$ cat config.mk
export PLATFORM = sky130hd
export DESIGN_NAME = weighted_range_dispatcher_with_stealing_flat
export DESIGN_NICKNAME = d
export VERILOG_FILES = /design/src/rtl/wrds_pkg.sv /design/src/rtl/wrds_in_if.sv /design/src/rtl/wrds_out_if.sv /design/src/rtl/weighted_range_dispatcher_with_stealing.sv /design/src/rtl/wrds_div.sv /design/src/rtl/wrds_slice_mem.sv /design/src/flat_wrapper.sv
export VERILOG_INCLUDE_DIRS = /design/src /design/src/rtl
export SDC_FILE = /design/constraint.sdc
export NUM_CORES = 2
export LEC_CHECK = 0
export ABC_CLOCK_PERIOD_IN_PS = 35600
export BUFFER_PORTS_ARGS = -buffer_cell sky130_fd_sc_hd__buf_4
export CAP_MARGIN = 15
export CORE_ASPECT_RATIO = 1.25
export CORE_MARGIN = 1
export CORE_UTILIZATION = 45
export CTS_BUF_LIST = sky130_fd_sc_hd__clkbuf_8
export DETAILED_ROUTE_END_ITERATION = 8
export PLACE_DENSITY = 0.58
export SKIP_LAST_GASP = 1
export SYNTH_ARGS = -nofsm -noshare
export SYNTH_HDL_FRONTEND = slang
export SYNTH_SLANG_ARGS = --single-unit
$ cat constraint.sdc
create_clock -name clk -period 35.6 [get_ports clk]
set_input_delay 7.12 -clock clk [delete_from_list [all_inputs] [get_ports clk]]
set_output_delay 7.12 -clock clk [all_outputs]
set_load 0.01 [all_outputs]
$ cat src/rtl/weighted_range_dispatcher_with_stealing_defines.svh
// ----------------------------------------------------------------------------
// wrds assertion macros
// shared property templates for the dispatcher checks
// ----------------------------------------------------------------------------
`ifndef WEIGHTED_RANGE_DISPATCHER_WITH_STEALING_DEFINES_SVH
`define WEIGHTED_RANGE_DISPATCHER_WITH_STEALING_DEFINES_SVH

// same-cycle implication
`define WRDS_ASSERT_IMP(lbl, ck, rst_n, ante, cons, msg) \
	lbl: assert property (@(posedge ck) disable iff (!rst_n) (ante) |-> (cons)) \
		else $error(msg);

// next-cycle implication
`define WRDS_ASSERT_NXT(lbl, ck, rst_n, ante, cons, msg) \
	lbl: assert property (@(posedge ck) disable iff (!rst_n) (ante) |=> (cons)) \
		else $error(msg);

`endif

$ cat src/rtl/wrds_pkg.sv
// ----------------------------------------------------------------------------
// wrds_pkg
// types, codes and the percent table of the range dispatcher
// ----------------------------------------------------------------------------
package wrds_pkg;

	localparam int TOTAL_W         = 64;
	localparam int OP_W            = 2;
	localparam int WID_W           = 3;
	localparam int SLOT_W          = 3;
	localparam int PCT_W           = 7;
	localparam int REM_W           = 7;
	localparam int MAX_WORKERS_DEF = 7;
	localparam int PCT_ROWS        = 7;
	localparam int RECIP_SHIFT     = 19;

	localparam logic [OP_W-1:0] OP_BUILD   = 2'd0;
	localparam logic [OP_W-1:0] OP_REQUEST = 2'd1;
	localparam logic [OP_W-1:0] OP_DONE    = 2'd2;
	localparam logic [OP_W-1:0] OP_FOUND   = 2'd3;

	localparam logic KIND_ASSIGN = 1'b0;
	localparam logic KIND_EXIT   = 1'b1;

	localparam logic CFG_TOTAL   = 1'b0;
	localparam logic CFG_WORKERS = 1'b1;

	localparam logic [TOTAL_W-1:0] TOTAL_RST   = 64'd128;
	localparam logic [WID_W-1:0]   WORKERS_RST = 3'd1;
	localparam logic [REM_W-1:0]   DIV_HUNDRED = 7'd100;
	localparam logic [12:0]        RECIP_100   = 13'd5243;

	localparam logic [PCT_W-1:0] PCT_TABLE [PCT_ROWS][PCT_ROWS] = '{
		'{7'd100, 7'd0,  7'd0,  7'd0,  7'd0,  7'd0,  7'd0},
		'{7'd40,  7'd60, 7'd0,  7'd0,  7'd0,  7'd0,  7'd0},
		'{7'd25,  7'd30, 7'd45, 7'd0,  7'd0,  7'd0,  7'd0},
		'{7'd10,  7'd20, 7'd30, 7'd40, 7'd0,  7'd0,  7'd0},
		'{7'd8,   7'd10, 7'd20, 7'd28, 7'd34, 7'd0,  7'd0},
		'{7'd4,   7'd6,  7'd10, 7'd19, 7'd25, 7'd36, 7'd0},
		'{7'd2,   7'd3,  7'd6,  7'd12, 7'd19, 7'd28, 7'd30}
	};

	typedef struct packed {
		logic [TOTAL_W-1:0] rng_begin;
		logic [TOTAL_W-1:0] rng_limit;
		logic [WID_W-1:0]   owner;
		logic               finished;
	} slice_t;

	typedef struct packed {
		logic               start;
		logic [TOTAL_W-1:0] dividend;
		logic [REM_W-1:0]   divisor;
	} div_req_t;

	typedef struct packed {
		logic               busy;
		logic               done;
		logic [TOTAL_W-1:0] quot;
		logic [REM_W-1:0]   rem;
	} div_rsp_t;

	typedef struct packed {
		logic              rd_en;
		logic [SLOT_W-1:0] rd_addr;
		logic              wr_en;
		logic [SLOT_W-1:0] wr_addr;
		slice_t            wr_data;
	} mem_req_t;

	function automatic logic [PCT_W-1:0] pct_lookup(logic [WID_W-1:0] n, logic [SLOT_W-1:0] i);
		logic [PCT_W-1:0] p;
		p = '0;
		if (n != '0 && i != 3'd7)
			p = PCT_TABLE[n - 3'd1][i];
		return p;
	endfunction

endpackage

$ cat src/rtl/wrds_in_if.sv
// ----------------------------------------------------------------------------
// wrds_in_if
// request and event channel of the dispatcher
// ----------------------------------------------------------------------------
interface wrds_in_if import wrds_pkg::*; ();
	logic             valid;
	logic             ready;
	logic [OP_W-1:0]  opcode;
	logic [WID_W-1:0] worker_id;

	modport source (output valid, opcode, worker_id, input ready);
	modport sink (input valid, opcode, worker_id, output ready);
endinterface

$ cat src/rtl/wrds_out_if.sv
// ----------------------------------------------------------------------------
// wrds_out_if
// reply channel of the dispatcher
// ----------------------------------------------------------------------------
interface wrds_out_if import wrds_pkg::*; ();
	logic               valid;
	logic               ready;
	logic               reply_kind;
	logic [WID_W-1:0]   target_worker;
	logic [TOTAL_W-1:0] range_begin;
	logic [TOTAL_W-1:0] range_limit;
	logic               last_reply;

	modport source (output valid, reply_kind, target_worker, range_begin, range_limit,
		last_reply, input ready);
	modport sink (input valid, reply_kind, target_worker, range_begin, range_limit,
		last_reply, output ready);
endinterface

$ cat src/rtl/weighted_range_dispatcher_with_stealing.sv
// ----------------------------------------------------------------------------
// weighted_range_dispatcher_with_stealing
// hands out weighted slices of a job range to workers, steals half of a
// large open slice when none is free, exits workers when out of work
// ----------------------------------------------------------------------------
// build: bytewise divide by 100, then serial divide by n, then BMUL, BSUM and
// BWR for each of the MAX_WORKERS slots
// request: scan of the n slots, decide, then the reply; done: scan and decide
// found: one exit transfer per cycle unless out_ch stalls, n exits, via the single reply register
// reset: slice table reads as zero, control registers at reset values, channel idle
// ----------------------------------------------------------------------------
`include "weighted_range_dispatcher_with_stealing_defines.svh"

module weighted_range_dispatcher_with_stealing import wrds_pkg::*; #(
	parameter int MAX_WORKERS = MAX_WORKERS_DEF
) (
	input  logic               clk,
	input  logic               arst_n,
	wrds_in_if.sink            in_ch,
	wrds_out_if.source         out_ch,
	input  logic               cfg_we,
	input  logic               cfg_index,
	input  logic [TOTAL_W-1:0] cfg_data
);

	localparam logic [3:0] ST_IDLE   = 4'd0;
	localparam logic [3:0] ST_DIV100 = 4'd1;
	localparam logic [3:0] ST_DIVN   = 4'd2;
	localparam logic [3:0] ST_BMUL   = 4'd3;
	localparam logic [3:0] ST_BSUM   = 4'd4;
	localparam logic [3:0] ST_BWR    = 4'd5;
	localparam logic [3:0] ST_SCAN   = 4'd6;
	localparam logic [3:0] ST_DECIDE = 4'd7;
	localparam logic [3:0] ST_EMIT   = 4'd8;
	localparam logic [3:0] ST_FOUND  = 4'd9;

	localparam logic [SLOT_W-1:0] LAST_SLOT = SLOT_W'(MAX_WORKERS - 1);
	localparam logic [WID_W-1:0]  MAX_N     = WID_W'(MAX_WORKERS);

	logic [3:0]         state_q;
	logic [TOTAL_W-1:0] total_q;
	logic [WID_W-1:0]   wc_q;
	logic [TOTAL_W-1:0] floor_q;
	logic [WID_W-1:0]   exited_q;
	logic [OP_W-1:0]    op_q;
	logic [WID_W-1:0]   wid_q;
	logic [SLOT_W-1:0]  slot_q;
	logic [2:0]         dcnt_q;
	logic [TOTAL_W-1:0] q100_q;
	logic [REM_W-1:0]   r100_q;
	logic [TOTAL_W-1:0] beg_q;
	logic [TOTAL_W-1:0] prod_s1;
	logic [13:0]        rp_s1;
	logic [TOTAL_W-1:0] size_s2;
	logic               chk_v_s1;

	logic               free_hit_q;
	logic [SLOT_W-1:0]  free_idx_q;
	slice_t             free_ent_q;
	logic               steal_hit_q;
	logic [SLOT_W-1:0]  steal_idx_q;
	slice_t             steal_ent_q;
	logic [TOTAL_W-1:0] steal_len_q;
	logic               own_hit_q;
	logic [SLOT_W-1:0]  own_idx_q;
	slice_t             own_ent_q;
	logic [SLOT_W-1:0]  chk_idx_s1;

	logic               res_kind_q;
	logic [TOTAL_W-1:0] res_begin_q;
	logic [TOTAL_W-1:0] res_limit_q;

	logic               out_vld_q;
	logic               out_kind_q;
	logic [WID_W-1:0]   out_tgt_q;
	logic [TOTAL_W-1:0] out_begin_q;
	logic [TOTAL_W-1:0] out_limit_q;
	logic               out_last_q;

	logic [WID_W-1:0]   n_eff;
	logic               accept;
	logic               out_free;
	logic               out_load;
	div_req_t           div_req;
	div_rsp_t           div_rsp;
	mem_req_t           mem_req;
	slice_t             rd_ent;
	slice_t             build_ent;
	logic [TOTAL_W-1:0] build_lim;
	logic [26:0]        frac_full;
	logic [14:0]        dv_num;
	logic [27:0]        dv_prod;
	logic [7:0]         dv_quo;
	logic [REM_W-1:0]   dv_rem;
	logic [TOTAL_W-1:0] ent_len;
	logic               free_c;
	logic               own_c;
	logic               steal_c;
	logic               dec_wr;
	logic [SLOT_W-1:0]  dec_addr;
	slice_t             dec_ent;
	logic               dec_kind;
	logic [TOTAL_W-1:0] dec_begin;
	logic [TOTAL_W-1:0] dec_limit;

	assign n_eff = (wc_q == '0) ? 3'd1 : ((wc_q > MAX_N) ? MAX_N : wc_q);
	assign in_ch.ready = state_q == ST_IDLE;
	assign accept = in_ch.valid && in_ch.ready;
	assign out_free = !out_vld_q || out_ch.ready;
	assign out_load = (state_q == ST_EMIT || state_q == ST_FOUND) && out_free;

	wrds_div u_div (
		.clk    (clk),
		.arst_n (arst_n),
		.req    (div_req),
		.rsp    (div_rsp)
	);

	wrds_slice_mem #(.DEPTH(MAX_WORKERS)) u_mem (
		.clk     (clk),
		.arst_n  (arst_n),
		.req     (mem_req),
		.rd_data (rd_ent)
	);

	// divide by 100 one byte per cycle, msb first
	assign dv_num  = {r100_q, q100_q[TOTAL_W-1:TOTAL_W-8]};
	assign dv_prod = 28'(dv_num) * 28'(RECIP_100);
	assign dv_quo  = dv_prod[RECIP_SHIFT+7:RECIP_SHIFT];
	assign dv_rem  = REM_W'(dv_num - 15'(dv_quo) * 15'(DIV_HUNDRED));

	// divider request for the worker count
	always_comb begin
		div_req.start    = state_q == ST_DIV100 && dcnt_q == 3'd7;
		div_req.dividend = total_q;
		div_req.divisor  = REM_W'(n_eff);
	end

	// slice arithmetic for the table build
	assign frac_full = 27'(rp_s1) * 27'(RECIP_100);
	assign build_lim = (slot_q == n_eff - 3'd1) ? total_q : beg_q + size_s2;
	always_comb begin
		build_ent = '0;
		if (slot_q < n_eff) begin
			build_ent.rng_begin = beg_q;
			build_ent.rng_limit = build_lim;
		end
	end

	// scan checks on the entry just read
	assign ent_len = rd_ent.rng_limit - rd_ent.rng_begin;
	assign free_c  = !rd_ent.finished && rd_ent.owner == '0;
	assign own_c   = !rd_ent.finished && rd_ent.owner == wid_q;
	assign steal_c = !rd_ent.finished && rd_ent.owner != '0 && rd_ent.owner != wid_q
		&& rd_ent.rng_limit >= rd_ent.rng_begin && ent_len > floor_q;

	// outcome of a request or done event
	always_comb begin
		dec_wr    = 1'b0;
		dec_addr  = own_idx_q;
		dec_ent   = own_ent_q;
		dec_ent.finished = 1'b1;
		dec_kind  = KIND_EXIT;
		dec_begin = '0;
		dec_limit = '0;
		if (op_q == OP_REQUEST) begin
			if (free_hit_q) begin
				dec_wr        = 1'b1;
				dec_addr      = free_idx_q;
				dec_ent       = free_ent_q;
				dec_ent.owner = wid_q;
				dec_kind      = KIND_ASSIGN;
				dec_begin     = free_ent_q.rng_begin;
				dec_limit     = free_ent_q.rng_limit;
			end else if (steal_hit_q) begin
				dec_wr            = 1'b1;
				dec_addr          = steal_idx_q;
				dec_ent           = steal_ent_q;
				dec_ent.rng_begin = steal_ent_q.rng_limit;
				dec_kind          = KIND_ASSIGN;
				dec_begin         = steal_ent_q.rng_begin + (steal_len_q >> 1);
				dec_limit         = steal_ent_q.rng_limit;
			end else begin
				dec_wr = own_hit_q;
			end
		end else begin
			dec_wr = own_hit_q;
		end
	end

	// slice memory port
	always_comb begin
		mem_req.rd_en   = state_q == ST_SCAN && slot_q < n_eff;
		mem_req.rd_addr = slot_q;
		mem_req.wr_en   = 1'b0;
		mem_req.wr_addr = slot_q;
		mem_req.wr_data = build_ent;
		if (state_q == ST_BWR) begin
			mem_req.wr_en = 1'b1;
		end else if (state_q == ST_DECIDE) begin
			mem_req.wr_en   = dec_wr;
			mem_req.wr_addr = dec_addr;
			mem_req.wr_data = dec_ent;
		end
	end

	// control
	always_ff @(posedge clk or negedge arst_n) begin
		if (!arst_n) begin
			state_q     <= ST_IDLE;
			total_q     <= TOTAL_RST;
			wc_q        <= WORKERS_RST;
			floor_q     <= '0;
			exited_q    <= '0;
			slot_q      <= '0;
			dcnt_q      <= '0;
			chk_v_s1    <= 1'b0;
			free_hit_q  <= 1'b0;
			steal_hit_q <= 1'b0;
			own_hit_q   <= 1'b0;
			out_vld_q   <= 1'b0;
		end else begin
			if (cfg_we) begin
				case (cfg_index)
					CFG_TOTAL:   total_q <= cfg_data;
					CFG_WORKERS: wc_q <= cfg_data[WID_W-1:0];
					default:     total_q <= total_q;
				endcase
			end
			if (out_load)
				out_vld_q <= 1'b1;
			else if (out_ch.ready)
				out_vld_q <= 1'b0;
			chk_v_s1 <= state_q == ST_SCAN && slot_q < n_eff;
			case (state_q)
				ST_IDLE: begin
					if (accept) begin
						if (in_ch.opcode == OP_BUILD) begin
							dcnt_q  <= '0;
							state_q <= ST_DIV100;
						end else if (exited_q >= n_eff) begin
							state_q <= ST_IDLE;
						end else if (in_ch.opcode == OP_FOUND) begin
							exited_q <= n_eff;
							slot_q   <= 3'd1;
							state_q  <= ST_FOUND;
						end else if (in_ch.worker_id != '0) begin
							slot_q      <= '0;
							free_hit_q  <= 1'b0;
							steal_hit_q <= 1'b0;
							own_hit_q   <= 1'b0;
							state_q     <= ST_SCAN;
						end
					end
				end
				ST_DIV100: begin
					dcnt_q <= dcnt_q + 3'd1;
					if (dcnt_q == 3'd7)
						state_q <= ST_DIVN;
				end
				ST_DIVN: begin
					if (div_rsp.done) begin
						floor_q  <= div_rsp.quot >> 2;
						exited_q <= '0;
						slot_q   <= '0;
						state_q  <= ST_BMUL;
					end
				end
				ST_BMUL: state_q <= ST_BSUM;
				ST_BSUM: state_q <= ST_BWR;
				ST_BWR: begin
					if (slot_q == LAST_SLOT) begin
						state_q <= ST_IDLE;
					end else begin
						slot_q  <= slot_q + 3'd1;
						state_q <= ST_BMUL;
					end
				end
				ST_SCAN: begin
					if (slot_q < n_eff) begin
						slot_q <= slot_q + 3'd1;
					end else if (!chk_v_s1) begin
						state_q <= ST_DECIDE;
					end
					if (chk_v_s1) begin
						if (free_c && !free_hit_q)
							free_hit_q <= 1'b1;
						if (steal_c && !steal_hit_q)
							steal_hit_q <= 1'b1;
						if (own_c && !own_hit_q)
							own_hit_q <= 1'b1;
					end
				end
				ST_DECIDE: begin
					if (op_q == OP_REQUEST) begin
						if (!free_hit_q && !steal_hit_q && exited_q != 3'd7)
							exited_q <= exited_q + 3'd1;
						state_q <= ST_EMIT;
					end else begin
						state_q <= ST_IDLE;
					end
				end
				ST_EMIT: begin
					if (out_free)
						state_q <= ST_IDLE;
				end
				ST_FOUND: begin
					if (out_free) begin
						if (slot_q == n_eff)
							state_q <= ST_IDLE;
						else
							slot_q <= slot_q + 3'd1;
					end
				end
				default: state_q <= ST_IDLE;
			endcase
		end
	end

	// datapath registers
	always_ff @(posedge clk) begin
		if (accept) begin
			op_q  <= in_ch.opcode;
			wid_q <= in_ch.worker_id;
		end
		if (accept && in_ch.opcode == OP_BUILD) begin
			q100_q <= total_q;
			r100_q <= '0;
		end
		if (state_q == ST_DIV100) begin
			q100_q <= {q100_q[TOTAL_W-9:0], dv_quo};
			r100_q <= dv_rem;
		end
		if (state_q == ST_DIVN)
			beg_q <= '0;
		if (state_q == ST_BMUL) begin
			prod_s1 <= q100_q * {57'd0, pct_lookup(n_eff, slot_q)};
			rp_s1   <= 14'(r100_q) * 14'(pct_lookup(n_eff, slot_q));
		end
		if (state_q == ST_BSUM)
			size_s2 <= prod_s1 + {56'd0, frac_full[26:RECIP_SHIFT]};
		if (state_q == ST_BWR && slot_q < n_eff)
			beg_q <= build_lim;
		if (state_q == ST_SCAN)
			chk_idx_s1 <= slot_q;
		if (chk_v_s1) begin
			if (free_c && !free_hit_q) begin
				free_idx_q <= chk_idx_s1;
				free_ent_q <= rd_ent;
			end
			if (steal_c && !steal_hit_q) begin
				steal_idx_q <= chk_idx_s1;
				steal_ent_q <= rd_ent;
				steal_len_q <= ent_len;
			end
			if (own_c && !own_hit_q) begin
				own_idx_q <= chk_idx_s1;
				own_ent_q <= rd_ent;
			end
		end
		if (state_q == ST_DECIDE) begin
			res_kind_q  <= dec_kind;
			res_begin_q <= dec_begin;
			res_limit_q <= dec_limit;
		end
		if (state_q == ST_EMIT && out_free) begin
			out_kind_q  <= res_kind_q;
			out_tgt_q   <= wid_q;
			out_begin_q <= res_begin_q;
			out_limit_q <= res_limit_q;
			out_last_q  <= 1'b1;
		end
		if (state_q == ST_FOUND && out_free) begin
			out_kind_q  <= KIND_EXIT;
			out_tgt_q   <= slot_q;
			out_begin_q <= '0;
			out_limit_q <= '0;
			out_last_q  <= slot_q == n_eff;
		end
	end

	assign out_ch.valid         = out_vld_q;
	assign out_ch.reply_kind    = out_kind_q;
	assign out_ch.target_worker = out_tgt_q;
	assign out_ch.range_begin   = out_begin_q;
	assign out_ch.range_limit   = out_limit_q;
	assign out_ch.last_reply    = out_last_q;

	`WRDS_ASSERT_IMP(a_exit_zero, clk, arst_n, out_ch.valid && out_ch.reply_kind == KIND_EXIT, out_ch.range_begin == '0 && out_ch.range_limit == '0, "exit transfer carries a range")
	`WRDS_ASSERT_IMP(a_div_state, clk, arst_n, div_rsp.busy, state_q == ST_DIV100 || state_q == ST_DIVN, "divider runs outside a build")
	`WRDS_ASSERT_NXT(a_all_exited, clk, arst_n, accept && in_ch.opcode != OP_BUILD && exited_q >= n_eff, state_q == ST_IDLE, "event served after all workers exited")

endmodule

$ cat src/rtl/wrds_div.sv
// ----------------------------------------------------------------------------
// wrds_div
// bit-serial restoring divider, 64-bit dividend by a small divisor
// ----------------------------------------------------------------------------
module wrds_div import wrds_pkg::*; (
	input  logic     clk,
	input  logic     arst_n,
	input  div_req_t req,
	output div_rsp_t rsp
);

	logic               busy_q;
	logic               done_q;
	logic [5:0]         cnt_q;
	logic [TOTAL_W-1:0] quot_q;
	logic [REM_W-1:0]   rem_q;
	logic [REM_W-1:0]   dsr_q;
	logic [REM_W:0]     trial;
	logic               fits;

	assign trial = {rem_q, quot_q[TOTAL_W-1]};
	assign fits  = trial >= {1'b0, dsr_q};

	always_ff @(posedge clk or negedge arst_n) begin
		if (!arst_n) begin
			busy_q <= 1'b0;
			done_q <= 1'b0;
			cnt_q  <= '0;
		end else begin
			done_q <= 1'b0;
			if (req.start) begin
				busy_q <= 1'b1;
				cnt_q  <= 6'd63;
			end else if (busy_q) begin
				cnt_q <= cnt_q - 6'd1;
				if (cnt_q == '0) begin
					busy_q <= 1'b0;
					done_q <= 1'b1;
				end
			end
		end
	end

	always_ff @(posedge clk) begin
		if (req.start) begin
			quot_q <= req.dividend;
			rem_q  <= '0;
			dsr_q  <= req.divisor;
		end else if (busy_q) begin
			quot_q <= {quot_q[TOTAL_W-2:0], fits};
			if (fits)
				rem_q <= REM_W'(trial - {1'b0, dsr_q});
			else
				rem_q <= trial[REM_W-1:0];
		end
	end

	assign rsp.busy = busy_q;
	assign rsp.done = done_q;
	assign rsp.quot = quot_q;
	assign rsp.rem  = rem_q;

endmodule

$ cat src/rtl/wrds_slice_mem.sv
// ----------------------------------------------------------------------------
// wrds_slice_mem
// slice table, one write and one registered read port, entries read as zero
// until written
// ----------------------------------------------------------------------------
module wrds_slice_mem import wrds_pkg::*; #(
	parameter int DEPTH = MAX_WORKERS_DEF
) (
	input  logic     clk,
	input  logic     arst_n,
	input  mem_req_t req,
	output slice_t   rd_data
);

	localparam int IW = (DEPTH > 1) ? $clog2(DEPTH) : 1;

	slice_t           mem_q [DEPTH];
	logic [DEPTH-1:0] vld_q;
	slice_t           rd_data_s1;
	logic             wr_ok;
	logic             rd_ok;

	assign wr_ok = req.wr_en && (32'(req.wr_addr) < DEPTH);
	assign rd_ok = 32'(req.rd_addr) < DEPTH;

	always_ff @(posedge clk or negedge arst_n) begin
		if (!arst_n) begin
			vld_q <= '0;
		end else if (wr_ok) begin
			vld_q[req.wr_addr[IW-1:0]] <= 1'b1;
		end
	end

	always_ff @(posedge clk) begin
		if (wr_ok)
			mem_q[req.wr_addr[IW-1:0]] <= req.wr_data;
	end

	always_ff @(posedge clk) begin
		if (req.rd_en) begin
			if (rd_ok && vld_q[req.rd_addr[IW-1:0]])
				rd_data_s1 <= mem_q[req.rd_addr[IW-1:0]];
			else
				rd_data_s1 <= '0;
		end
	end

	assign rd_data = rd_data_s1;

endmodule

$ cat src/flat_wrapper.sv
// flat-port wrapper written by rule: the top's interface ports become plain ports
module weighted_range_dispatcher_with_stealing_flat import wrds_pkg::*;
#(
	parameter int MAX_WORKERS = MAX_WORKERS_DEF
)
  (clk, arst_n, cfg_we, cfg_index, cfg_data, in_ch_valid, in_ch_opcode, in_ch_worker_id, in_ch_ready, out_ch_valid, out_ch_reply_kind, out_ch_target_worker, out_ch_range_begin, out_ch_range_limit, out_ch_last_reply, out_ch_ready);
  wrds_in_if in_ch_i ();
  wrds_out_if out_ch_i ();
  input  logic clk;
  input  logic arst_n;
  input  logic cfg_we;
  input  logic cfg_index;
  input  logic [TOTAL_W-1:0] cfg_data;
  input wire logic [$bits(in_ch_i.valid)-1:0] in_ch_valid;
  input wire logic [$bits(in_ch_i.opcode)-1:0] in_ch_opcode;
  input wire logic [$bits(in_ch_i.worker_id)-1:0] in_ch_worker_id;
  output wire logic [$bits(in_ch_i.ready)-1:0] in_ch_ready;
  output wire logic [$bits(out_ch_i.valid)-1:0] out_ch_valid;
  output wire logic [$bits(out_ch_i.reply_kind)-1:0] out_ch_reply_kind;
  output wire logic [$bits(out_ch_i.target_worker)-1:0] out_ch_target_worker;
  output wire logic [$bits(out_ch_i.range_begin)-1:0] out_ch_range_begin;
  output wire logic [$bits(out_ch_i.range_limit)-1:0] out_ch_range_limit;
  output wire logic [$bits(out_ch_i.last_reply)-1:0] out_ch_last_reply;
  input wire logic [$bits(out_ch_i.ready)-1:0] out_ch_ready;
  assign in_ch_i.valid = in_ch_valid;
  assign in_ch_i.opcode = in_ch_opcode;
  assign in_ch_i.worker_id = in_ch_worker_id;
  assign in_ch_ready = in_ch_i.ready;
  assign out_ch_valid = out_ch_i.valid;
  assign out_ch_reply_kind = out_ch_i.reply_kind;
  assign out_ch_target_worker = out_ch_i.target_worker;
  assign out_ch_range_begin = out_ch_i.range_begin;
  assign out_ch_range_limit = out_ch_i.range_limit;
  assign out_ch_last_reply = out_ch_i.last_reply;
  assign out_ch_i.ready = out_ch_ready;
  weighted_range_dispatcher_with_stealing #(.MAX_WORKERS(MAX_WORKERS)) u_core (.clk(clk), .arst_n(arst_n), .in_ch(in_ch_i), .out_ch(out_ch_i), .cfg_we(cfg_we), .cfg_index(cfg_index), .cfg_data(cfg_data));
endmodule
# [Yosys cells after proc, flatten, opt, wreduce, memory -nomap -nowiden]
# Memories as Yosys holds them, arrays and structs flattened. A register that Yosys moved wholly into a read port is not among the register bits.
# Index checks and enable logic that the tools add are counted.
[word_totals] ff_bits=1248 mem_bits_rw=924 rom_bits=392 input_bits=75 memories=2
[memory_table] memory="u_core.u_mem.mem_q" depth=7 word_bits=132 read_ports=1 rd_ports_with_merged_regs=1 wr=1 line="wrds_slice_mem.sv:17" rtl="slice_t mem_q [DEPTH];"
[memory_table] memory="(name not given)" depth=8 word_bits=49 read_ports=1 rd_ports_with_merged_regs=0 wr=0 line="wrds_pkg.sv:75" rtl="p = PCT_TABLE[n - 3'd1][i];"
[classes] bitwise_logic=4 addsub=11 reduce_logical=61 eq_ne=44 multipliers=5 n_lt_le_gt_ge=13 n_mux=108
[ops] operator="$mux 64" count=11
[ops] operator="$mux 132" count=3
[ops] operator="$mux 136" count=1
[ops] operator="$mux 135" count=1
[ops] operator="$mux 128" count=1
[ops] operator="$mux 49" count=2
[ops] operator="$mux 3" count=25
[ops] operator="$add 64x63->64" count=1
[ops] operator="$add 64x64->64" count=1
[ops] operator="$add 64x8->64" count=1
[ops] operator="$ge 64x64->1" count=1
[ops] operator="$gt 64x62->1" count=1
[ops] operator="$mul 64x7->64" count=1
[ops] operator="$sub 64x64->64" count=1
[ops] operator="$mux 4" count=13
[ops] operator="$mux 7" count=7
[ops] operator="$pmux 4 s10" count=1
[ops] operator="$reduce_and 8->1" count=4
[ops] operator="$mux 1" count=31
[ops] operator="$mul 14x13->27 const B" count=1
[ops] operator="$mul 15x13->27 const B" count=1
[ops] operator="$ne 2x2->1 const B" count=13
[ops] operator="$logic_and 1x1->1" count=23
[ops] operator="$bmux 7 s3" count=1
[ops] operator="51 further kinds" count=100

# [Longest topological paths before layout]
[depth] depth_word=14 ltp_mapped=35

# [By module]
# Synthesis repeated with hierarchy kept, for this count alone.
[unflattened] cells_unflattened=10108 hier_area_um2=123991.4
[by_module_without_submodules] mod="weighted_range_dispatcher_with_stealing" area_each_um2=78570.4 n_inst=1 cells_each=7658
[by_module_without_submodules] mod="wrds_slice_mem" area_each_um2=41299.6 n_inst=1 cells_each=2165
[by_module_without_submodules] mod="wrds_div" area_each_um2=4121.5 n_inst=1 cells_each=285

# [Worst setup path after synthesis]
# OpenSTA, ideal clock, no wires.
[synth_timing] kind="reg-to-reg" startpoint="register u_core.state_q[3]" endpoint="register u_core.u_mem.vld_q[0]" slack_ns=22.427 arrival_time_ns=13.051 path_buffers=1 required_ns=35.478 setup_time_ns=0.122 period_less_slack_ns=13.173 stages_incl_launch_ff=11 path_cell_list="dfrtp_1 clkbuf_1 nor2_1 nand3_1 clkinv_1 o21ai_0 o21ai_0 nor2b_1 inv_1 nor3_1 or2_2"
[synth_between] elab_chain_len=8 word_cells_on_any_way=13 classes_between="order compare: 3; eq/ne: 2; mux: 5; bitwise: 1; reduce/logical: 2"
[synth_lines] item="start: declaration" line="weighted_range_dispatcher_with_stealing.sv:40" rtl="logic [3:0] state_q;"
[synth_lines] item="start signal: assignment" line="weighted_range_dispatcher_with_stealing.sv:210" rtl="state_q <= ST_IDLE;"
[synth_lines] item="start signal: assignment" line="weighted_range_dispatcher_with_stealing.sv:240" rtl="state_q <= ST_DIV100;"
[synth_lines] item="start signal: assignment" line="weighted_range_dispatcher_with_stealing.sv:242" rtl="state_q <= ST_IDLE;"
[synth_lines] item="$eq 4x3->1" line="weighted_range_dispatcher_with_stealing.sv:200" rtl="end else if (state_q == ST_DECIDE) begin"
[synth_lines] item="$mux 136" line="weighted_range_dispatcher_with_stealing.sv:200"
[synth_lines] item="$mux 135" line="weighted_range_dispatcher_with_stealing.sv:198" rtl="if (state_q == ST_BWR) begin"
[synth_lines] item="$lt 3x4->1 (not written as such) / $ge 3x1->1 (equally long branches)" line="wrds_slice_mem.sv:30" rtl="vld_q[req.wr_addr[IW-1:0]] <= 1'b1;"
[synth_lines] item="$logic_and 1x1->1 (not written as such)" line="wrds_slice_mem.sv:30"
[synth_lines] item="$mux 1 (not written as such)" line="wrds_slice_mem.sv:30"
[synth_lines] item="$demux 1 s3" line="wrds_slice_mem.sv:30"
[synth_lines] item="$or 7x7->7 (no line)"
[synth_lines] item="end signal: assignment" line="wrds_slice_mem.sv:28" rtl="vld_q <= '0;"
[synth_lines] item="end signal: indexed assignment" line="wrds_slice_mem.sv:30"
[synth_lines] item="end: declaration" line="wrds_slice_mem.sv:18" rtl="logic [DEPTH-1:0] vld_q;"
# Several ways; a longest one is shown, not always the timed one.
# A chain may end at the register's enable or synchronous reset.

# [Worst setup path in the final report]
[layout_timing] startpoint="register u_core.state_q[1]" endpoint="output in_ch_ready"
[layout_between] elab_chain_len=1
[layout_lines] item="$logic_not 4->1" line="weighted_range_dispatcher_with_stealing.sv:107" rtl="assign in_ch.ready = state_q == ST_IDLE;"
[layout_lines] item="end: declaration" line="flat_wrapper.sv:17" rtl="output wire logic [$bits(in_ch_i.ready)-1:0] in_ch_ready;"
# Every way passes these cells.

==> qor.csv <==
metric,value,unit
detail-routed net length per standard cell,25.68,um
maximum number of pins on one net before global-route repair,147,
y dimension of the die,583.6,um
number of optimization iterations in the first detailed-route pass,7,
nets in the synthesized netlist,11040,
setup tns final,0,ns
count of flip-flops with a built-in enable after synthesis,2005,
Hold WC Path Type,reg2reg,
routed wire length,361.0,mm
first-pass GRT wire length,531.1,mm
total count of hold-check failures in the final report,0,
synthesized area,121800,um2
Worst Hold End,u_core.out_ch.range_limit[17]$_SDFFE_PP0P_,
total die area,272700,um2
H-tree lvl count,5,
GR Util All Layers,26.26,%
mean instance size in the synthesized netlist,12.27,um2
highest-count cells in the layout ignoring fill and taps,"2005 x edfxtp_1, 1390 x nand2_1, 833 x inv_1",
clock tree from TritonCTS,done,
fraction of registers with async set or reset after synthesis,7.034,%
final setup fails,0,
worst flop-to-flop path endpoint,u_core.prod_s1[60]$_DFFE_PP_,
maximum capacitance violations,0,
antenna violations before repair,19,
count of hold buffers inserted by post-cts repair,0,
Worst Hold Path Cells,2,
post-CTS setup repair buffer count,0,
maximum clock rate,102.8,MHz
category of the most critical setup path,reg2out,
cell chosen for the clock root,clkbuf_8,
top metal layer carrying routed signals,met4,
status,completed,
Overflow after GRT,0,
max-slew violation count,0,
number of remaining DRC errors,0,
fraction of layout instances using a drive strength above 1,11.76,%
Yosys warnings,0,
Sink Count,2303,
worst clock skew,0.09348,ns
layout net count,11310,
final critical delay including setup and external delays,9.723,ns
Layout Area Growth over Synthesis,10.52,%
clock buffers created by TritonCTS,370,
Die Wd,467.3,um
initial core utilization,45.24,%
Routed met2 length,168.9,mm
required time of the worst setup path,28.48,ns
total number of vias,80190,
via/cell ratio,5.705,
post-synthesis sequential area ratio,55.01,%
Crit path max-delay family,flip-flops,
detailed-placement wirelength estimate,255.0,mm
final antenna-violating net count,0,
Clock Pin Slew Worst Setup and Hold Paths,0.07,ns
global placer's final weighted congestion,0.9452,
Worst-Margin Slew,1.278,ns
number of global-route vias before repair,81460,
Synth Instances,9925,
clock tree buffer depth,4,
Slew Limit Headroom,13.88,%
met1 routed wirelength after detailed routing,153.4,mm
number of cells on the worst reg-to-reg path,28,
worst r2r src,u_core.wc_q[1]$_DFFE_PN0P_,
sort of element at the start of the critical path,flip-flop,
CP max stage delay,0.62,ns
clock latency on the worst-skew pair,1.03,ns
crit path cell chain,"nor2_1, nand2_1, inv_1, buf_4",
"Primary FF master, synth",edfxtp_1,
placeable core region,269200,um2
number of I/O pins,210,
setup repair after global routing missed its margin,false,
post-synthesis cell type count,102,
data arrival time of the critical path,2.60,ns
start point of the worst hold path,u_core.res_limit_q[17]$_SDFFCE_PN0P_,
Tcrit/Tclk final,27.31,%
Crit. End Element,primary output,
post-layout utilization of the core,50.00,%
most common library cell in the layout ignoring fill and taps,edfxtp_1,
detailed-routed wire length on met3,26.43,mm
Detailed Route Iter0 Violations,7522,
count of filler cells inserted in the layout,23800,
biggest fanout along the worst timing path,18,
minimum setup slack among reg-to-reg paths,26.22,ns
quantity of gates resized following cts,0,
# rows,213,
"flops & latches, synth",2303,
Port Buf Inserts,209,
cell with the biggest individual delay on the critical path,dfrtp_1,
WP buf/inv,2,
metal layers:
layer	vias to the layer above	track usage [%]
met5	-	0
met4	0	8.882
met3	598	4.350
met2	3037	42.30
met1	40500	36.00
li1	36050	-
layout make-up:
type / count / area (um2) / area share (%)
sequential: 2303 / 67000 / 49.79
multi-input combinational: 6452 / 50640 / 37.63
clock buffer: 395 / 5436 / 4.040
tap: 3547 / 4438 / 3.298
inverter: 725 / 2728 / 2.027
timing repair buffer: 344 / 2654 / 1.972
clock inverter: 274 / 1645 / 1.223
antenna: 15 / 37.54 / 0.02789
cell usage after synthesis (all sizes together), types with 12 or more instances:
master	n	area share, %
nand4	83	0.43
a221o	79	0.65
a22oi	27	0.17
mux2i	290	2.4
mux2	130	1.2
a221oi	14	0.11
dfxtp	136	2.2
a31o	16	0.12
edfxtp	2005	49
or2	18	0.092
xor2	101	0.73
and2	371	1.9
nor4	26	0.13
nor3	80	0.34
a31oi	31	0.17
and4	21	0.15
nand2	1397	4.3
o21bai	59	0.36
nor2	465	1.4
a211oi	41	0.27
nor2b	52	0.27
ha	587	6.0
o31ai	23	0.15
a21oi	693	2.9
o221ai	13	0.093
a21boi	12	0.077
and3	44	0.23
nand3	96	0.41
o22ai	63	0.32
o211ai	30	0.20
a21o	176	1.1
xnor2	245	1.8
mux4	133	2.5
dfrtp	160	3.3
clkbuf	352	1.1
o21a	26	0.16
o21ai	383	1.6
nand2b	41	0.21
a2111oi	12	0.12
fa	453	7.4
inv	723	2.2
buf	93	0.32
or3	15	0.077
per-stage QoR:
step,setup slack (ns),area (um2),std cells,hold slack [ns]
detailed placement,26.08,127500,13370,0.4499
global placement,26.13,127400,13370,0.4446
global route,25.60,134600,14050,0.4601
CTS,25.84,134500,14040,0.4209
floorplan,22.43,121800,9925,0.4332
finish,25.88,134600,14060,0.4131
how the worst max path moves through the flow:
stage / start / to / slack [ns] / depth (start not counted)
floorplan: u_core.state_q[3]$_DFFE_PN0P_ / u_core.u_mem.vld_q[0]$_DFFE_PN0P_ / 22.43 / 10
global placement: out_ch_ready / u_core.out_ch.range_begin[8]$_SDFFE_PP0P_ / 26.13 / 9
detailed placement: out_ch_ready / u_core.out_ch.range_limit[0]$_SDFFE_PP0P_ / 26.08 / 9
CTS: u_core.state_q[1]$_DFFE_PN0P_ / in_ch_ready / 25.84 / 4
global route: u_core.wc_q[1]$_DFFE_PN0P_ / u_core.prod_s1[61]$_DFFE_PP_ / 25.60 / 31
finish: u_core.state_q[1]$_DFFE_PN0P_ / in_ch_ready / 25.88 / 4
tightest hold or removal path, stage by stage, from the launching register on:
cell and delay (ns):
edfxtp_1 0.32, nand2_1 0.05, a21oi_1 0.10
kinds of logic after synthesis:
logic type | share of synthesized area, %
simple gates | 10.14
flops | 55.01
compound gates | 9.174
buf+inv | 3.644
fa+ha+maj | 13.48
mux | 6.046
xor+xnor | 2.507
registers in the layout, summed over array words and instances, names as in the netlist, 7 cells and up:
| signal | cells |
|---|---|
| u_core.own_ent_q | 131 |
| u_core.steal_len_q | 63 |
| u_core.u_mem.vld_q | 7 |
| u_core.free_ent_q | 129 |
| u_core.q100_q | 64 |
| u_core.size_s2 | 64 |
| u_core.u_mem.rd_data | 132 |
| u_core.u_mem.mem_q | 924 |
| u_core.floor_q | 62 |
| u_core.u_div.rem_q | 7 |
| u_core.r100_q | 7 |
| u_core.res_begin_q | 64 |
| u_core.total_q | 64 |
| u_core.rp_s1 | 14 |
| u_core.out_ch.range_limit | 64 |
| u_core.u_div.quot_q | 64 |
| u_core.beg_q | 64 |
| u_core.res_limit_q | 64 |
| u_core.out_ch.range_begin | 64 |
| u_core.steal_ent_q | 132 |
| u_core.prod_s1 | 64 |
Power is not shown: default switching activity piles up to over one toggle a cycle in this logic, so the estimate is an artifact.
